--- src/rtl/fpsa_pkg.sv ---
// Shared types, constants and helper functions for the five-point stencil average.
package fpsa_pkg;

  // Frame geometry and pixel layout.
  localparam int unsigned MaxWidth  = 64;
  localparam int unsigned MaxHeight = 64;
  localparam int unsigned Planes    = 4;
  localparam int unsigned PlaneW    = 8;
  localparam int unsigned CoordW    = $clog2(MaxWidth);
  localparam int unsigned DimW      = CoordW + 1;
  localparam int unsigned AddrW     = $clog2(MaxWidth * MaxHeight);
  localparam int unsigned PixelW    = Planes * PlaneW;
  localparam int unsigned SumW      = PlaneW + 3;

  // Divide by five as a multiply by a scaled reciprocal, exact for sums of five bytes.
  localparam int unsigned DivShift  = 13;
  localparam int unsigned DivMul    = (1 << DivShift) / 5 + 1;
  localparam int unsigned ProdW     = SumW + DivShift;

  // Input opcodes.
  localparam logic OpWrite   = 1'b0;
  localparam logic OpCompute = 1'b1;

  // Configuration register indexes.
  localparam logic [1:0] RegFrameWidth  = 2'd0;
  localparam logic [1:0] RegFrameHeight = 2'd1;
  localparam logic [1:0] RegHorizDist   = 2'd2;
  localparam logic [1:0] RegVertDist    = 2'd3;

  typedef logic [CoordW-1:0] coord_t;
  typedef logic [DimW-1:0]   dim_t;
  typedef logic [PlaneW-1:0] plane_t;
  typedef logic [PixelW-1:0] pixel_t;
  typedef logic [AddrW-1:0]  addr_t;

  // Control from the sequencer to the accumulator.
  typedef struct packed {
    logic   rd_vld;
    logic   first;
    logic   divide;
    coord_t col;
    coord_t row;
  } acc_ctrl_t;

  // A frame size of zero acts as one; anything above the maximum saturates.
  function automatic dim_t eff_dim(dim_t v, dim_t max_v);
    dim_t r;
    r = v;
    if (v == '0) r = dim_t'(1);
    else if (v > max_v) r = max_v;
    return r;
  endfunction

  // Clamp a coordinate to the last valid index.
  function automatic coord_t clamp_hi(coord_t v, coord_t last);
    return (v > last) ? last : v;
  endfunction

  // Coordinate plus distance, clamped to the last valid index.
  function automatic coord_t clamp_add(coord_t c, coord_t d, coord_t last);
    dim_t s;
    s = {1'b0, c} + {1'b0, d};
    return (s > {1'b0, last}) ? last : s[CoordW-1:0];
  endfunction

  // Coordinate minus distance, clamped at zero.
  function automatic coord_t clamp_sub(coord_t c, coord_t d);
    dim_t s;
    s = {1'b0, c} - {1'b0, d};
    return s[DimW-1] ? '0 : s[CoordW-1:0];
  endfunction

  // Floor of a five-cell sum divided by five.
  function automatic plane_t div5(logic [SumW-1:0] s);
    logic [ProdW-1:0] prod;
    prod = ProdW'(s) * ProdW'(DivMul);
    return prod[DivShift +: PlaneW];
  endfunction

endpackage

--- src/rtl/fpsa_acc.sv ---
// Shared accumulator over the five taps and the divide-by-five output stage.
module fpsa_acc (
  input  logic                clk_i,
  input  logic                rst_ni,
  input  fpsa_pkg::acc_ctrl_t ctrl_i,
  input  fpsa_pkg::pixel_t    rdata_i,
  output logic                valid_o,
  output fpsa_pkg::coord_t    col_o,
  output fpsa_pkg::coord_t    row_o,
  output fpsa_pkg::plane_t    plane_o [fpsa_pkg::Planes]
);
  import fpsa_pkg::*;

  logic [SumW-1:0] sum_q [Planes];
  plane_t          res_q [Planes];
  coord_t          col_q, row_q;
  logic            valid_q;

  // One add per plane each cycle a word comes back; the first word reloads.
  always_ff @(posedge clk_i) begin
    for (int p = 0; p < Planes; p++) begin
      if (ctrl_i.rd_vld) begin
        sum_q[p] <= (ctrl_i.first ? '0 : sum_q[p])
                  + SumW'(rdata_i[p*PlaneW +: PlaneW]);
      end
      if (ctrl_i.divide) begin
        res_q[p] <= div5(sum_q[p]);
      end
    end
    if (ctrl_i.divide) begin
      col_q <= ctrl_i.col;
      row_q <= ctrl_i.row;
    end
  end

  // Result strobe: raised in the cycle after the divide step.
  always_ff @(posedge clk_i or negedge rst_ni) begin
    if (!rst_ni) begin
      valid_q <= 1'b0;
    end else begin
      valid_q <= ctrl_i.divide;
    end
  end

  assign valid_o = valid_q;
  assign col_o   = col_q;
  assign row_o   = row_q;
  assign plane_o = res_q;

`ifndef SYNTH
  // The divide never overlaps a word still coming back from the store.
  a_div_after_drain: assert property (@(posedge clk_i) disable iff (!rst_ni)
    ctrl_i.divide |-> !ctrl_i.rd_vld && $past(ctrl_i.rd_vld))
    else $error("divide overlaps accumulation");
`endif

endmodule

--- config.mk ---
export PLATFORM = sky130hd
export DESIGN_NAME = fpsa_acc
export DESIGN_NICKNAME = d
export VERILOG_FILES = /design/src/rtl/fpsa_pkg.sv /design/src/rtl/fpsa_acc.sv
export SDC_FILE = /design/constraint.sdc
export NUM_CORES = 1
export LEC_CHECK = 0
export ABC_AREA = 1
export CAP_MARGIN = 20
export CORE_MARGIN = 1
export CORE_UTILIZATION = 60
export CTS_BUF_LIST = sky130_fd_sc_hd__clkbuf_16
export DETAILED_ROUTE_END_ITERATION = 10
export DONT_BUFFER_PORTS = 1
export GPL_TIMING_DRIVEN = 0
export PLACE_DENSITY = 0.76
export SYNTH_ARGS = -nofsm -noshare
export SYNTH_HDL_FRONTEND = slang
export SYNTH_SLANG_ARGS = --single-unit
--- constraint.sdc ---
create_clock -name clk_i -period 5.98 [get_ports clk_i]
set_input_delay 0.299 -clock clk_i [delete_from_list [all_inputs] [get_ports clk_i]]
set_output_delay 0.299 -clock clk_i [all_outputs]
set_load 0.01 [all_outputs]
==> summary.txt <==
TritonCTS clock tree: built
Max Root-Sink Buffers: 2
largest net degree at the start of global routing: 46
Netlist cell types: 35
GP Congestion: 0.922
final hold violations: 0
clock transition at the registers of the reported paths: 0.07 ns
Die Ht: 157 um
CTS H-tree depth: 3
cell taking the most area after synthesis: ha_1
latest clock arrival within the worst-skew pair: 0.36 ns
Pins Over Slew Limit: 0
fin crit share: 77.3%
Post-synth EDFFs: 88
# port buffers: 0
first-pass GRT wire length: 50,400 um
WL final: 29,800 um
Finish-stage setup viols: 0
post-synthesis async set-or-reset flop share: 1.12%
Ant. Diodes: 0
top cell type's share of synthesized area: 25.7%
Yosys Warn Count: 0
final critical-path required period: 4.62 ns
worst relative slew slack: 70.6%
f_max: 0.216 GHz
Synth Net Count: 2,202
Mapped Cells: 1,721
Mapped Area: 14,400 um^2
Synth Area per Inst: 8.39 um^2
type of destination of the critical path: flip-flop
R2R setup slack: 1.36 ns
startpoint types: flip-flop
Primary FF master, synth: edfxtp_1
Pre-antenna DRT Iters: 5
Slew @ Worst Pin: 0.440 ns
Die X: 157 um
row count: 56
Starting Density: 61.3%
wire length per cell: 14.5 um
clock sink count: 89
Vias: 10,700
Reg area: 2670 um^2
unrepaired setup endpoints after global routing: false
DP HPWL: 25,600 um
Crit Path Class: flip-flop to flip-flop
Overall Global Routing Usage: 26.1%
max cap viols: 0
# IOs: 94
initial detailed-routing violation count: 467
crit path DAT: 4.74 ns
final net count: 2,215
Yosys reg bits: 89
clock skew: 0.0119 ns
share of layout cells above drive strength 1: 2.13%
run status: finished clean
vias in the first global route: 10,800
DR vias/cell: 5.19
total core area: 23,500 um^2
crit path max fanout: 4
number of remaining DRC errors: 0
Multi-input gate area: 10,100 um^2
post-synthesis sequential area ratio: 18.5%
antenna violations before repair: 0
most frequent cell after synthesis: inv_1
Congestion Overflow GR: 0
filler cell count: 2,012
synth cell count leaders: inv_1 (425), nand2_1 (312), ha_1 (296)
CTS Root Cell: clkbuf_16
ANT nets after route: 0
Hold/Removal Path Class: primary input to flip-flop
CTS Buf Count: 9
worst endpoint required time: 6.09 ns
P&R area growth vs syn: 4.96%
die area: 24,700 um^2
Final TNS setup: 0 ns
main area contributors after synthesis: ha_1 (26%), fa_1 (19%), edfxtp_1 (18%), inv_1 (11%), nand2_1 (8.1%)
[critical path, stage by stage, from the launching register on]
cell      delay, ns
edfxtp_1       0.49
ha_1           0.39
inv_1          0.11
fa_1           0.54
inv_1          0.05
fa_1           0.50
fa_1           0.55
inv_1          0.06
fa_1           0.54
inv_1          0.05
ha_1           0.33
a21oi_1        0.22
o21bai_1       0.10
and2_1         0.16
nor2_1         0.13
nand2_1        0.07
nand2_1        0.06
nand2_1        0.04
[layout make-up]
type                            count  share of cell area (%)
Sequential cell                    89                    17.6
Buffer                              4                   0.173
Timing Repair Buffer                2                   0.132
Clock inverter                      7                   0.471
Clock buffer                        9                    1.49
Inverter                          430                    10.7
Multi-Input combinational cell   1198                    66.8
Tap cell                          319                    2.63
[repair_timing]
item	in CTS	in global routing
hold buffers	2	0
buffers inserted	0	0
hold endpoints to repair	2	0
gates resized for setup	0	0
[per-layer routing]
layer	wire, um	track usage [%]
met4	688	7.72
met5	0	0
met3	1240	4.02
met2	14600	45.7
met1	13300	33.1
[kinds of logic after synthesis]
kind of cell	synth area share, %
AOI/OAI and AO/OA	6.35
xor gates and xnor gates	3.34
adders and majority gates	44.5
buffers and inverters	11.4
DFF	18.5
and+or+nand+nor	15.9
[state kept, by name (all words and copies together) (netlist names)]
register / flops
row_o: 6
plane_o: 32
sum_q: 44
valid_o: 1
col_o: 6
[path summary, 6_finish.rpt]
path / to / cells past startpoint / start
max: plane_o[30] / 17 / sum_q[0][7]
min: row_o[2] / 0 / ctrl_i[2]
max reg2reg: plane_o[30] / 17 / sum_q[0][7]
min reg2reg: sum_q[0][0] / 3 / sum_q[0][0]
max in group asynchronous: valid_o / 1 / rst_ni
min in group asynchronous: valid_o / 1 / rst_ni
[cells in the final DEF, fill, tap and decap left out, types with 12 or more instances in the layout]
cell and count:
ha_1 296, fa_1 136, xor2_1 32, inv_1 426, nor2_1 123, o21bai_1 12
a21oi_1 74, nand4_1 14, nand3_1 73, nor3_1 13, edfxtp_1 88, o21ai_1 18
nand2_1 312, o21ai_0 14, a21o_1 14, xnor2_1 23
[metrics by stage]
step | instances | setup slack (ns) | hold WS, ns | instance area, um^2 | util, %
finish | 2058 | 1.36 | 0.0358 | 15100 | 64.3
detailed placement | 2040 | 1.40 | 0.00344 | 14800 | 63.0
CTS | 2058 | 1.38 | 0.0237 | 15100 | 64.3
floorplan | 1721 | 1.72 | 0.00341 | 14400 | -
global route | 2058 | 1.15 | 0.0116 | 15100 | 64.3
global placement | 2040 | 1.44 | 0.00343 | 14800 | 63.0
Power is not shown: default switching activity piles up to over one toggle a cycle in this logic, so the estimate is an artifact.
