<file path="src/rtl/fpsa_pkg.sv">
// Shared types, constants and helper functions for the five-point stencil average.
package fpsa_pkg;

  // Frame geometry and pixel layout.
  localparam int unsigned MaxWidth  = 64;
  localparam int unsigned MaxHeight = 64;
  localparam int unsigned Planes    = 4;
  localparam int unsigned PlaneW    = 8;
  localparam int unsigned CoordW    = $clog2(MaxWidth);
  localparam int unsigned DimW      = CoordW + 1;
  localparam int unsigned AddrW     = $clog2(MaxWidth * MaxHeight);
  localparam int unsigned PixelW    = Planes * PlaneW;
  localparam int unsigned SumW      = PlaneW + 3;

  // Divide by five as a multiply by a scaled reciprocal, exact for sums of five bytes.
  localparam int unsigned DivShift  = 13;
  localparam int unsigned DivMul    = (1 << DivShift) / 5 + 1;
  localparam int unsigned ProdW     = SumW + DivShift;

  // Input opcodes.
  localparam logic OpWrite   = 1'b0;
  localparam logic OpCompute = 1'b1;

  // Configuration register indexes.
  localparam logic [1:0] RegFrameWidth  = 2'd0;
  localparam logic [1:0] RegFrameHeight = 2'd1;
  localparam logic [1:0] RegHorizDist   = 2'd2;
  localparam logic [1:0] RegVertDist    = 2'd3;

  typedef logic [CoordW-1:0] coord_t;
  typedef logic [DimW-1:0]   dim_t;
  typedef logic [PlaneW-1:0] plane_t;
  typedef logic [PixelW-1:0] pixel_t;
  typedef logic [AddrW-1:0]  addr_t;

  // Control from the sequencer to the accumulator.
  typedef struct packed {
    logic   rd_vld;
    logic   first;
    logic   divide;
    coord_t col;
    coord_t row;
  } acc_ctrl_t;

  // A frame size of zero acts as one; anything above the maximum saturates.
  function automatic dim_t eff_dim(dim_t v, dim_t max_v);
    dim_t r;
    r = v;
    if (v == '0) r = dim_t'(1);
    else if (v > max_v) r = max_v;
    return r;
  endfunction

  // Clamp a coordinate to the last valid index.
  function automatic coord_t clamp_hi(coord_t v, coord_t last);
    return (v > last) ? last : v;
  endfunction

  // Coordinate plus distance, clamped to the last valid index.
  function automatic coord_t clamp_add(coord_t c, coord_t d, coord_t last);
    dim_t s;
    s = {1'b0, c} + {1'b0, d};
    return (s > {1'b0, last}) ? last : s[CoordW-1:0];
  endfunction

  // Coordinate minus distance, clamped at zero.
  function automatic coord_t clamp_sub(coord_t c, coord_t d);
    dim_t s;
    s = {1'b0, c} - {1'b0, d};
    return s[DimW-1] ? '0 : s[CoordW-1:0];
  endfunction

  // Floor of a five-cell sum divided by five.
  function automatic plane_t div5(logic [SumW-1:0] s);
    logic [ProdW-1:0] prod;
    prod = ProdW'(s) * ProdW'(DivMul);
    return prod[DivShift +: PlaneW];
  endfunction

endpackage

</file>
<file path="src/rtl/fpsa_seq.sv">
// Sequencer: configuration registers, coordinate clamping and store address generation.
module fpsa_seq (
  input  logic                 clk_i,
  input  logic                 rst_ni,
  input  logic                 start,
  output logic                 busy,
  input  logic                 opcode_i,
  input  fpsa_pkg::coord_t     column_i,
  input  fpsa_pkg::coord_t     row_i,
  input  logic                 cfg_we_i,
  input  logic [1:0]           cfg_idx_i,
  input  fpsa_pkg::dim_t       cfg_data_i,
  output logic                 mem_we_o,
  output fpsa_pkg::addr_t      mem_addr_o,
  output fpsa_pkg::acc_ctrl_t  ctrl_o
);
  import fpsa_pkg::*;

  typedef enum logic [1:0] {SIdle, SRead, SDrain, SDiv} state_e;
  typedef enum logic [2:0] {TapCenter, TapUp, TapRight, TapDown, TapLeft} tap_e;

  state_e state_q;
  tap_e   tap_q;
  logic   busy_q, rd_vld_q, first_q;
  dim_t   fw_q, fh_q;
  coord_t hd_q, vd_q, cx_q, cy_q;

  dim_t   eff_w, eff_h;
  coord_t last_w, last_h, in_cx, in_cy, tap_col, tap_row;
  logic   accept, in_frame;

  // Effective frame size and the last valid column and row.
  always_comb begin
    eff_w  = eff_dim(fw_q, dim_t'(MaxWidth));
    eff_h  = eff_dim(fh_q, dim_t'(MaxHeight));
    last_w = coord_t'(eff_w - dim_t'(1));
    last_h = coord_t'(eff_h - dim_t'(1));
    in_cx  = clamp_hi(column_i, last_w);
    in_cy  = clamp_hi(row_i, last_h);
  end

  assign accept   = start && !busy_q;
  assign in_frame = ({1'b0, column_i} < eff_w) && ({1'b0, row_i} < eff_h);

  // Neighbour coordinate for the tap being read.
  always_comb begin
    tap_col = cx_q;
    tap_row = cy_q;
    unique case (tap_q)
      TapCenter: ;
      TapUp:     tap_row = clamp_sub(cy_q, vd_q);
      TapRight:  tap_col = clamp_add(cx_q, hd_q, last_w);
      TapDown:   tap_row = clamp_add(cy_q, vd_q, last_h);
      TapLeft:   tap_col = clamp_sub(cx_q, hd_q);
      default:   ;
    endcase
  end

  // A write goes straight to the store on the accepting edge.
  assign mem_we_o   = accept && (opcode_i == OpWrite) && in_frame;
  assign mem_addr_o = mem_we_o ? {row_i, column_i} : {tap_row, tap_col};

  // Configuration registers.
  always_ff @(posedge clk_i or negedge rst_ni) begin
    if (!rst_ni) begin
      fw_q <= dim_t'(MaxWidth);
      fh_q <= dim_t'(MaxHeight);
      hd_q <= '0;
      vd_q <= '0;
    end else if (cfg_we_i) begin
      unique case (cfg_idx_i)
        RegFrameWidth:  fw_q <= cfg_data_i;
        RegFrameHeight: fh_q <= cfg_data_i;
        RegHorizDist:   hd_q <= cfg_data_i[CoordW-1:0];
        RegVertDist:    vd_q <= cfg_data_i[CoordW-1:0];
        default:        ;
      endcase
    end
  end

  // State machine: five reads, a drain state for the last word, then a divide step.
  always_ff @(posedge clk_i or negedge rst_ni) begin
    if (!rst_ni) begin
      state_q  <= SIdle;
      tap_q    <= TapCenter;
      busy_q   <= 1'b0;
      rd_vld_q <= 1'b0;
      first_q  <= 1'b0;
      cx_q     <= '0;
      cy_q     <= '0;
    end else begin
      rd_vld_q <= (state_q == SRead);
      first_q  <= (state_q == SRead) && (tap_q == TapCenter);
      unique case (state_q)
        SIdle: begin
          if (accept && (opcode_i == OpCompute)) begin
            state_q <= SRead;
            tap_q   <= TapCenter;
            busy_q  <= 1'b1;
            cx_q    <= in_cx;
            cy_q    <= in_cy;
          end
        end
        SRead: begin
          if (tap_q == TapLeft) begin
            state_q <= SDrain;
          end else begin
            tap_q <= tap_e'(tap_q + 3'd1);
          end
        end
        SDrain: begin
          state_q <= SDiv;
        end
        SDiv: begin
          state_q <= SIdle;
          busy_q  <= 1'b0;
        end
        default: begin
          state_q <= SIdle;
          busy_q  <= 1'b0;
        end
      endcase
    end
  end

  assign busy = busy_q;

  always_comb begin
    ctrl_o.rd_vld = rd_vld_q;
    ctrl_o.first  = first_q;
    ctrl_o.divide = (state_q == SDiv);
    ctrl_o.col    = cx_q;
    ctrl_o.row    = cy_q;
  end

`ifndef SYNTH
  // The store is written only while no compute is in flight.
  a_write_idle: assert property (@(posedge clk_i) disable iff (!rst_ni)
    mem_we_o |-> (state_q == SIdle))
    else $error("store write during a compute");

  // A compute leaves the read phase after the fifth tap.
  a_read_len: assert property (@(posedge clk_i) disable iff (!rst_ni)
    (state_q == SRead && tap_q == TapLeft) |=> (state_q == SDrain))
    else $error("read phase did not end after the last tap");

  // Busy tracks the state machine.
  a_busy_state: assert property (@(posedge clk_i) disable iff (!rst_ni)
    busy_q == (state_q != SIdle))
    else $error("busy out of step with state");

  // An accepted compute makes the block busy on the next cycle.
  a_compute_busy: assert property (@(posedge clk_i) disable iff (!rst_ni)
    (accept && opcode_i == OpCompute) |=> busy_q)
    else $error("accepted compute did not raise busy");
`endif

endmodule

</file>
<file path="config.mk">
export PLATFORM = sky130hd
export DESIGN_NAME = fpsa_seq
export DESIGN_NICKNAME = d
export VERILOG_FILES = /design/src/rtl/fpsa_pkg.sv /design/src/rtl/fpsa_seq.sv
export SDC_FILE = /design/constraint.sdc
export NUM_CORES = 1
export LEC_CHECK = 0
export BUFFER_PORTS_ARGS = -buffer_cell sky130_fd_sc_hd__clkbuf_2
export CAP_MARGIN = 15
export CELL_PAD_IN_SITES_DETAIL_PLACEMENT = 0
export CELL_PAD_IN_SITES_GLOBAL_PLACEMENT = 1
export CORE_MARGIN = 10
export CORE_UTILIZATION = 25
export CTS_BUF_LIST = sky130_fd_sc_hd__clkbuf_4 sky130_fd_sc_hd__clkbuf_8 sky130_fd_sc_hd__clkbuf_16
export CTS_CLUSTER_DIAMETER = 40
export DETAILED_ROUTE_END_ITERATION = 8
export PLACE_DENSITY_LB_ADDON = 0.2
export SLEW_MARGIN = 20
export SYNTH_ARGS = -nofsm -noshare
export SYNTH_HDL_FRONTEND = slang
export SYNTH_SLANG_ARGS = --single-unit
</file>
<file path="constraint.sdc">
create_clock -name clk_i -period 6.6 [get_ports clk_i]
set_clock_uncertainty 0.05 [all_clocks]
set_input_delay 1.32 -clock clk_i [delete_from_list [all_inputs] [get_ports clk_i]]
set_output_delay 1.32 -clock clk_i [all_outputs]
set_load 0.03 [all_outputs]
</file>
==> flow_summary.ini, run 1 <==
[cts]
holdBufCountCts = 0
postCtsSetupBuffers = 0
postCtsResizedCells = 0
cts_buffer_depth = 2
cts_tree = done
cts-root-buf = clkbuf_16
cts_made_buffers = 5
insertion_delay_ns = 0.29
ctsHtreeMaxLevel = 2
clkSinkCount = 46
clk_pin_slew_ns = 0.06

[setup_path]
crit_chain = or4_2 > nor2_1 > nor2_1 > or2_2 > ha_1 > xor2_1 > ha_1 > nand4_1 > a21boi_0 > and3_1 > o31ai_2 > or2_2 > a41oi_1 > clkbuf_2
critPathLaunch = fw_q[2]$_DFFE_PN0P_
slowest_delay_ns = 0.67
critPathBufInv = 1
critPathRequiredTime_ns = 5.23
crit_family = simple AND/OR/NAND/NOR gates
worstPathMaxFanout = 6
reg2reg_from = fw_q[2]$_DFFE_PN0P_
cp-start-kind = register
cp_slowest_cell = or4_2
critPathKind = reg -> out
critPathCaptureType = primary output
cp.arrival_ns = 4.55

[route]
route.detailed.wl_per_inst_um = 17.9
first_iter_violations = 209
vias = 3946
antenna_left = 0
drt_drc_violations_left = 0
routed_wl_um = 14300
vias_per_cell = 4.96
firstDrtPassIters = 5

[layout]
multi_input_area_sq_um = 3180
layout-drive-gt1-share_pct = 19.0
fillers = 1923
fin_nets = 664
instances_no_fill = 796
syn_to_final_growth_pct = 14.9
regArea_sq_um = 1150
antenna_cells = 0

[min_path]
hold_start = hd_q[4]$_DFFE_PN0P_
worstHoldPathType = reg -> reg

[synth]
avgSynthCellArea_sq_um = 8.90
syn_inst = 513
ys_ff_latch = 46
synthesis.nets = 611
ys_warn_count = 0
synth_top_area_share_pct = 24.1
synth_area_sq_um = 4570
ys_types = 74
synthFlopType = dfrtp_1
synth-edff-count = 0
synth_seq_area_share_pct = 25.3
yosysTopAreaCell = dfrtp_1
ys_top_cells_by_area = dfrtp_1 24%, ha_1 19%, mux2_2 6.9%
synthArstFlopShare_pct = 100

[global_routing]
antenna_found_initial = 0
grt_overflow = 0
track_usage_pct = 11.7
grt_pass1_wl_um = 22500
grt_pass1_vias = 3928
grt_max_degree = 47

[floorplanning]
rows = 49
die_x_um = 155
core-area_sq_um = 18000
die_area_sq_um = 24100
die_h_um = 155
io_pins = 55
start_util_pct = 25.4

[sta]
worst_slew_margin_rel_pct = 33.2
fin_tns_setup_ns = 0
final_hold_viol_count = 0
drv_slew = 0
rsz0062_at_grt = false
post-route-min-period_ns = 5.92
finalSetupViolCount = 0
finalCritPeriodShare_pct = 89.7
tightestPinTransition_ns = 1.00
holdWs_ns = 0.499
clock.fmax_ghz = 0.169

[place]
numPortBuffers = 54
placed_cells = 788
gp_congestion = 0.888
hpwl_um = 11600

[power_and_ir_drop]
p_total_mw = 2.50
power_density_nw_per_um2 = 477
p_leak_nw = 2.45
peakVddDrop_mv = 0.152

[job]
maxCapViolations = 0

[outcome]
status = finished, final reports clean
layout make-up:
| class | instances | share of cell area (%) |
|---|---|---|
| multi-input cells | 408 | 60.6 |
| flip-flops and latches | 46 | 22.0 |
| repair buffers | 58 | 5.72 |
| well taps | 229 | 5.46 |
| inverters | 47 | 3.36 |
| clock buffers | 6 | 2.65 |
| clock inverters | 2 | 0.238 |
cells in the final DEF (no fill, tap or decap), types with 11 or more instances in the layout:
cell type and n:
dfrtp_1 44, nor2_1 42, nand2b_1 11, o21ai_0 24, inv_1 46, ha_1 68, nor2b_1 11, mux2_2 28
nand2_1 43, a21oi_1 25, clkbuf_2 54
cell usage after synthesis, types with 8 or more instances:
cell type / n
ha_1: 68
a21oi_1: 25
mux2_2: 28
nand2_1: 43
o211ai_1: 8
mux2i_1: 9
nand2b_1: 11
o21ai_0: 24
a31oi_1: 8
dfrtp_1: 44
nor2_1: 42
nor2b_1: 11
inv_1: 46
xnor2_1: 9
registers in the layout, indices dropped and copies added, names as in the netlist:
register and count:
fh_q 7, fw_q 7, cx_q 6, cy_q 6, hd_q 6, vd_q 6
tap_q 3, state_q 2, busy 1, first_q 1, rd_vld_q 1
routing by layer:
metal / up-vias / part of all wire (%) / track usage [%]
met2: 61 / 46 / 19.0
met1: 1917 / 49 / 15.9
met5: - / 0 / 0
met3: 14 / 3.3 / 2.32
li1: 1954 / - / -
met4: 0 / 0.88 / 2.11
power breakdown:
group / internal, mW / switching, mW / total, mW
clock: 0.150 / 0.110 / 0.260
combinational: 0.674 / 1.07 / 1.74
sequential: 0.370 / 0.132 / 0.502
total: 1.19 / 1.31 / 2.50
cells by family after synthesis:
logic type               Yosys count  share of synthesized area, %
AO/OA/AOI/OAI                    137                          21.4
multiplexers                      37                          8.88
flip-flops                        46                          25.3
AND/OR/NAND/NOR                  148                          16.1
XOR/XNOR                          13                          2.49
adder cells (fa/ha/maj)           73                          20.6
buffers and inverters             59                          5.26
through the flow:
step                      instance area [sq um]  setup WS [ns]  utilization, %
after detailed placement                   5100           1.04            28.4
after floorplan                            4570           1.32               -
final                                      5250          0.677            29.2
after global placement                     5100           1.15            28.4
after global routing                       5250          0.318            29.2
after CTS                                  5250          0.695            29.2
path summary, 6_finish.rpt:
path                                       end  cells after the start  slack, ns
setup / recovery                 mem_addr_o[3]                     14       0.68
hold / removal             hd_q[4]$_DFFE_PN0P_                      1       0.50
setup reg to reg           cx_q[1]$_DFFE_PN0P_                     13       2.79
hold reg to reg            hd_q[4]$_DFFE_PN0P_                      1       0.50
max in group asynchronous  fw_q[2]$_DFFE_PN0P_                      2       5.00
min in group asynchronous  hd_q[2]$_DFFE_PN0P_                      2       1.07
No activity file was read; power rests on OpenSTA's default activity.
==> run 2: changes to the inputs <==
--- a/config.mk
+++ b/config.mk
@@ -15,6 +15,7 @@
 export CTS_CLUSTER_DIAMETER = 40
 export DETAILED_ROUTE_END_ITERATION = 8
 export PLACE_DENSITY_LB_ADDON = 0.2
+export RECOVER_POWER = 25
 export SLEW_MARGIN = 20
 export SYNTH_ARGS = -nofsm -noshare
 export SYNTH_HDL_FRONTEND = slang
==> flow_summary.ini, run 2 (synthesis results as in run 1) <==
[floorplanning]
die_h_um = 155
die_area_sq_um = 24100
io_pins = 55
start_util_pct = 25.4
rows = 49
die_x_um = 155
core-area_sq_um = 18000

[cts]
ctsHtreeMaxLevel = 2
postCtsResizedCells = 0
insertion_delay_ns = 0.29
cts_buffer_depth = 2
holdBufCountCts = 0
clkSinkCount = 46
cts_made_buffers = 5
cts-root-buf = clkbuf_16
cts_tree = done
clk_pin_slew_ns = 0.06
postCtsSetupBuffers = 0

[sta]
rsz0062_at_grt = false
finalSetupViolCount = 0
fin_tns_setup_ns = 0
clock.fmax_ghz = 0.169
fin_ws_ns = 0.677
drv_slew = 47
worst_slew_margin_rel_pct = -74.7
finalCritPeriodShare_pct = 89.7
tightestPinTransition_ns = 2.62
post-route-min-period_ns = 5.92
final_hold_viol_count = 0

[min_path]
worstHoldPathType = reg -> reg
hold_start = hd_q[4]$_DFFE_PN0P_

[power_and_ir_drop]
p_leak_nw = 2.45
peakVddDrop_mv = 0.152
power_density_nw_per_um2 = 477

[route]
vias = 3948
antenna_left = 0
firstDrtPassIters = 5
first_iter_violations = 209
routed_wl_um = 14300
route.detailed.wl_per_inst_um = 17.9
drt_drc_violations_left = 0
vias_per_cell = 4.96

[setup_path]
critPathKind = reg -> out
critPathRequiredTime_ns = 5.23
critPathCaptureType = primary output
slowest_delay_ns = 0.67
crit_chain = or4_2 > nor2_1 > nor2_1 > or2_2 > ha_1 > xor2_1 > ha_1 > nand4_1 > a21boi_0 > and3_1 > o31ai_2 > or2_2 > a41oi_1 > clkbuf_2
reg2reg_from = fw_q[2]$_DFFE_PN0P_
critPathLaunch = fw_q[2]$_DFFE_PN0P_
cp-start-kind = register
worstPathMaxFanout = 6
cp_slowest_cell = or4_2
cp.arrival_ns = 4.55

[layout]
antenna_cells = 0
final_cell_mix = 68 x ha_1, 54 x clkbuf_2, 46 x inv_1
largestRegisters = fh_q (7), fw_q (7)
fin_nets = 664
syn_to_final_growth_pct = 14.8
final_common_cell = ha_1
layout-drive-gt1-share_pct = 18.9

[global_routing]
grt_pass1_wl_um = 22500
antenna_found_initial = 0
grt_max_degree = 47
track_usage_pct = 11.7
grt_pass1_vias = 3928
grt_overflow = 0

[outcome]
status = complete, but fails checks
violations = max-capacitance violations, max-slew violations

[job]
maxCapViolations = 1

[place]
pre_cts_ws_ns = 1.04
hpwl_um = 11600
gp_congestion = 0.888
numPortBuffers = 54
## run 2: cell count changes in the layout (fill, tap and decap cells not counted)
cell and delta:
clkbuf_1 +1, buf_4 -1
## run 2: area by class of cell
class,count,area [sq um]
multi-input cells,408,3180
clock inverters,2,12.5
flip-flops and latches,46,1150
repair buffers,58,297
fillers,1922,12700
inverters,47,176
well taps,229,287
clock buffers,6,139
## run 2: worst paths after layout
path                                  endpoint  slack [ns]  cells after the start
min                        hd_q[4]$_DFFE_PN0P_        0.50                      1
max in group asynchronous  fw_q[2]$_DFFE_PN0P_        3.12                      2
min in group asynchronous  hd_q[2]$_DFFE_PN0P_        1.89                      2
max                              mem_addr_o[3]        0.68                     14
min reg2reg                hd_q[4]$_DFFE_PN0P_        0.50                      1
max reg2reg                cx_q[1]$_DFFE_PN0P_        2.79                     13
## run 2: worst max-delay path, delay by kind of cell (launching register included)
kind | cells | cell delay, ns
DFF | 1 | 0.42
and+or+nand+nor | 7 | 1.85
buffers and inverters | 1 | 0.23
AOI/OAI and AO/OA | 3 | 0.77
adders and majority gates | 2 | 0.58
xor gates and xnor gates | 1 | 0.39
## run 2: per-stage QoR
step | hold WS, ns | area (sq um) | utilization, % | std cells | power, mW
floorplan | 0.456 | 4570 | - | 513 | 1.77
global placement | 0.483 | 5100 | 28.4 | 788 | 2.25
detailed placement | 0.488 | 5100 | 28.4 | 788 | 2.25
CTS | 0.502 | 5250 | 29.2 | 796 | 2.53
global route | 0.533 | 5250 | 29.2 | 796 | 2.74
finish | 0.499 | 5250 | 29.2 | 796 | 2.50
## run 2: report_power, final
group	internal (mW)	switching, mW
registers	0.370	0.132
logic	0.674	1.07
clock network	0.150	0.110
## run 2: metal layers
layer,up-vias,GRT usage (%),share of wire [%]
met5,-,0,0
met1,1919,15.9,49
met4,0,2.11,0.88
li1,1954,-,-
met2,61,19.0,46
met3,14,2.32,3.3
==> run 3: changes to the inputs <==
--- a/config.mk
+++ b/config.mk
@@ -8,7 +8,7 @@
 export BUFFER_PORTS_ARGS = -buffer_cell sky130_fd_sc_hd__clkbuf_2
 export CAP_MARGIN = 15
 export CELL_PAD_IN_SITES_DETAIL_PLACEMENT = 0
-export CELL_PAD_IN_SITES_GLOBAL_PLACEMENT = 1
+export CELL_PAD_IN_SITES_GLOBAL_PLACEMENT = 2
 export CORE_MARGIN = 10
 export CORE_UTILIZATION = 25
 export CTS_BUF_LIST = sky130_fd_sc_hd__clkbuf_4 sky130_fd_sc_hd__clkbuf_8 sky130_fd_sc_hd__clkbuf_16
==> flow_summary.ini, run 3 (synthesis results as in run 1) <==
[layout]
antenna_cells = 0
largestRegisters = fh_q (7), fw_q (7)
instances_no_fill = 797
fin_nets = 665
final_common_cell = ha_1
syn_to_final_growth_pct = 15.0
fin_area_sq_um = 5250
regArea_sq_um = 1150
fillers = 1935
layout-drive-gt1-share_pct = 19.0
multi_input_area_sq_um = 3180
final_cell_mix = 68 x ha_1, 54 x clkbuf_2, 46 x inv_1

[power_and_ir_drop]
power_frac_seq_pct = 20.1
p_total_mw = 2.49
combPwrFrac_pct = 69.5
switchingPower_mw = 1.31
peakVddDrop_mv = 0.155
p_clk_share_pct = 10.4
p_leak_nw = 2.45
p_int_mw = 1.18
power_density_nw_per_um2 = 474
p_sw_share_pct = 52.4

[setup_path]
r2r_end = cx_q[3]$_DFFE_PN0P_
critPathRequiredTime_ns = 5.23
rr_worst_depth = 13
slowest_delay_ns = 0.67
cp_slowest_cell = or4_2
critPathCaptureType = primary output
cp.arrival_ns = 4.61
reg2reg_from = fw_q[2]$_DFFE_PN0P_
worstPathMaxFanout = 6
crit_family = simple AND/OR/NAND/NOR gates
critPathKind = reg -> out
critPathBufInv = 1
cp-start-kind = register
regToRegSetupSlack_ns = 2.79
crit_chain = or4_2 > nor2_1 > nor2_1 > or2_2 > ha_1 > xor2_1 > ha_1 > nand4_1 > a21boi_0 > and3_1 > o31ai_2 > or2_2 > a41oi_1 > clkbuf_2

[cts]
cts-root-buf = clkbuf_16
postCtsResizedCells = 0
insertion_delay_ns = 0.29
holdBufCountCts = 0
postCtsSetupBuffers = 0
ctsHtreeMaxLevel = 2
clk_pin_slew_ns = 0.07
cts_buffer_depth = 2
cts_made_buffers = 5
clkSinkCount = 46
cts_tree = done

[sta]
drv_slew = 47
finalSetupViolCount = 0
fin_tns_setup_ns = 0
post-route-min-period_ns = 5.98
worst_slew_margin_rel_pct = -76.2
finalCritPeriodShare_pct = 90.6
final_hold_viol_count = 0
rsz0062_at_grt = false
tightestPinTransition_ns = 2.64
clock.fmax_ghz = 0.167

[place]
numPortBuffers = 54
hpwl_um = 11600
place_area_sq_um = 5100
placed_cells = 789
gp_congestion = 0.858

[floorplanning]
die_x_um = 155
die_area_sq_um = 24100
start_util_pct = 25.4
core-area_sq_um = 18000
die_h_um = 155
io_pins = 55
rows = 49

[global_routing]
track_usage_pct = 11.9
grt_pass1_wl_um = 22800
grt_max_degree = 47
grt_overflow = 0
grt_pass1_vias = 3959
antenna_found_initial = 0

[route]
route.detailed.wl_per_inst_um = 18.0
vias_per_cell = 4.89
first_iter_violations = 256
drt_drc_violations_left = 0
routed_wl_um = 14400
antenna_left = 0
vias = 3896
firstDrtPassIters = 6

[min_path]
whs_path_depth = 1
min_delay_worst_endpoint = hd_q[4]$_DFFE_PN0P_
hold_start = hd_q[4]$_DFFE_PN0P_
worstHoldPathType = reg -> reg

[outcome]
violations = max-capacitance violations, max-slew violations
status = complete, but fails checks

[job]
maxCapViolations = 1
==> run 3: metrics by stage <==
step	hold slack, ns	worst slack, ns	utilization [%]
6_report	0.500	0.622	29.2
5_1_grt	0.533	0.241	29.2
4_1_cts	0.499	0.601	29.2
3_5_place_dp	0.484	0.944	28.4
3_3_place_gp	0.477	1.04	28.4
2_1_floorplan	0.456	1.32	-
==> run 3: worst reg2reg max path, delay by kind of cell (launching register included) <==
| family | cells | cell delay [ns] |
|---|---|---|
| AO/OA/AOI/OAI | 5 | 0.86 |
| XOR/XNOR | 1 | 0.39 |
| adder cells (fa/ha/maj) | 2 | 0.59 |
| flip-flops | 1 | 0.43 |
| AND/OR/NAND/NOR | 5 | 1.40 |
==> run 3: worst max path at each step <==
| stage | from | to | slack [ns] | cells past startpoint |
|---|---|---|---|---|
| global placement | fw_q[2]$_DFFE_PN0P_ | mem_addr_o[3] | 1.04 | 14 |
| finish | fw_q[2]$_DFFE_PN0P_ | mem_addr_o[3] | 0.62 | 14 |
| detailed placement | fw_q[2]$_DFFE_PN0P_ | mem_addr_o[3] | 0.94 | 14 |
| global route | fw_q[2]$_DFFE_PN0P_ | mem_addr_o[3] | 0.24 | 14 |
| floorplan | fw_q[1]$_DFFE_PN0P_ | mem_addr_o[3] | 1.32 | 13 |
| CTS | fw_q[2]$_DFFE_PN0P_ | mem_addr_o[3] | 0.60 | 14 |
==> run 3: layer usage <==
metal | vias to the layer above | wire length [um] | track usage (%)
li1 | 1968 | - | -
met1 | 1854 | 7190 | 16.6
met2 | 66 | 6570 | 18.8
met3 | 8 | 490 | 2.12
met4 | 0 | 103 | 2.25
met5 | - | 0 | 0
==> run 3: cell type report <==
type	instances	area share, %
Inverter	47	3.36
Sequential cell	46	22.0
Tap cell	229	5.46
Clock inverter	3	0.453
Multi-Input combinational cell	408	60.6
Clock buffer	5	2.38
Timing Repair Buffer	59	5.79
==> run 3: power groups by stage <==
stage	Clock [mW]	Sequential, mW	Combinational (mW)
2_1_floorplan	0	0.528	1.24
3_3_place_gp	0	0.507	1.74
3_5_place_dp	0	0.509	1.73
4_1_cts	0.269	0.505	1.75
5_1_grt	0.281	0.522	1.94
6_report	0.258	0.502	1.73
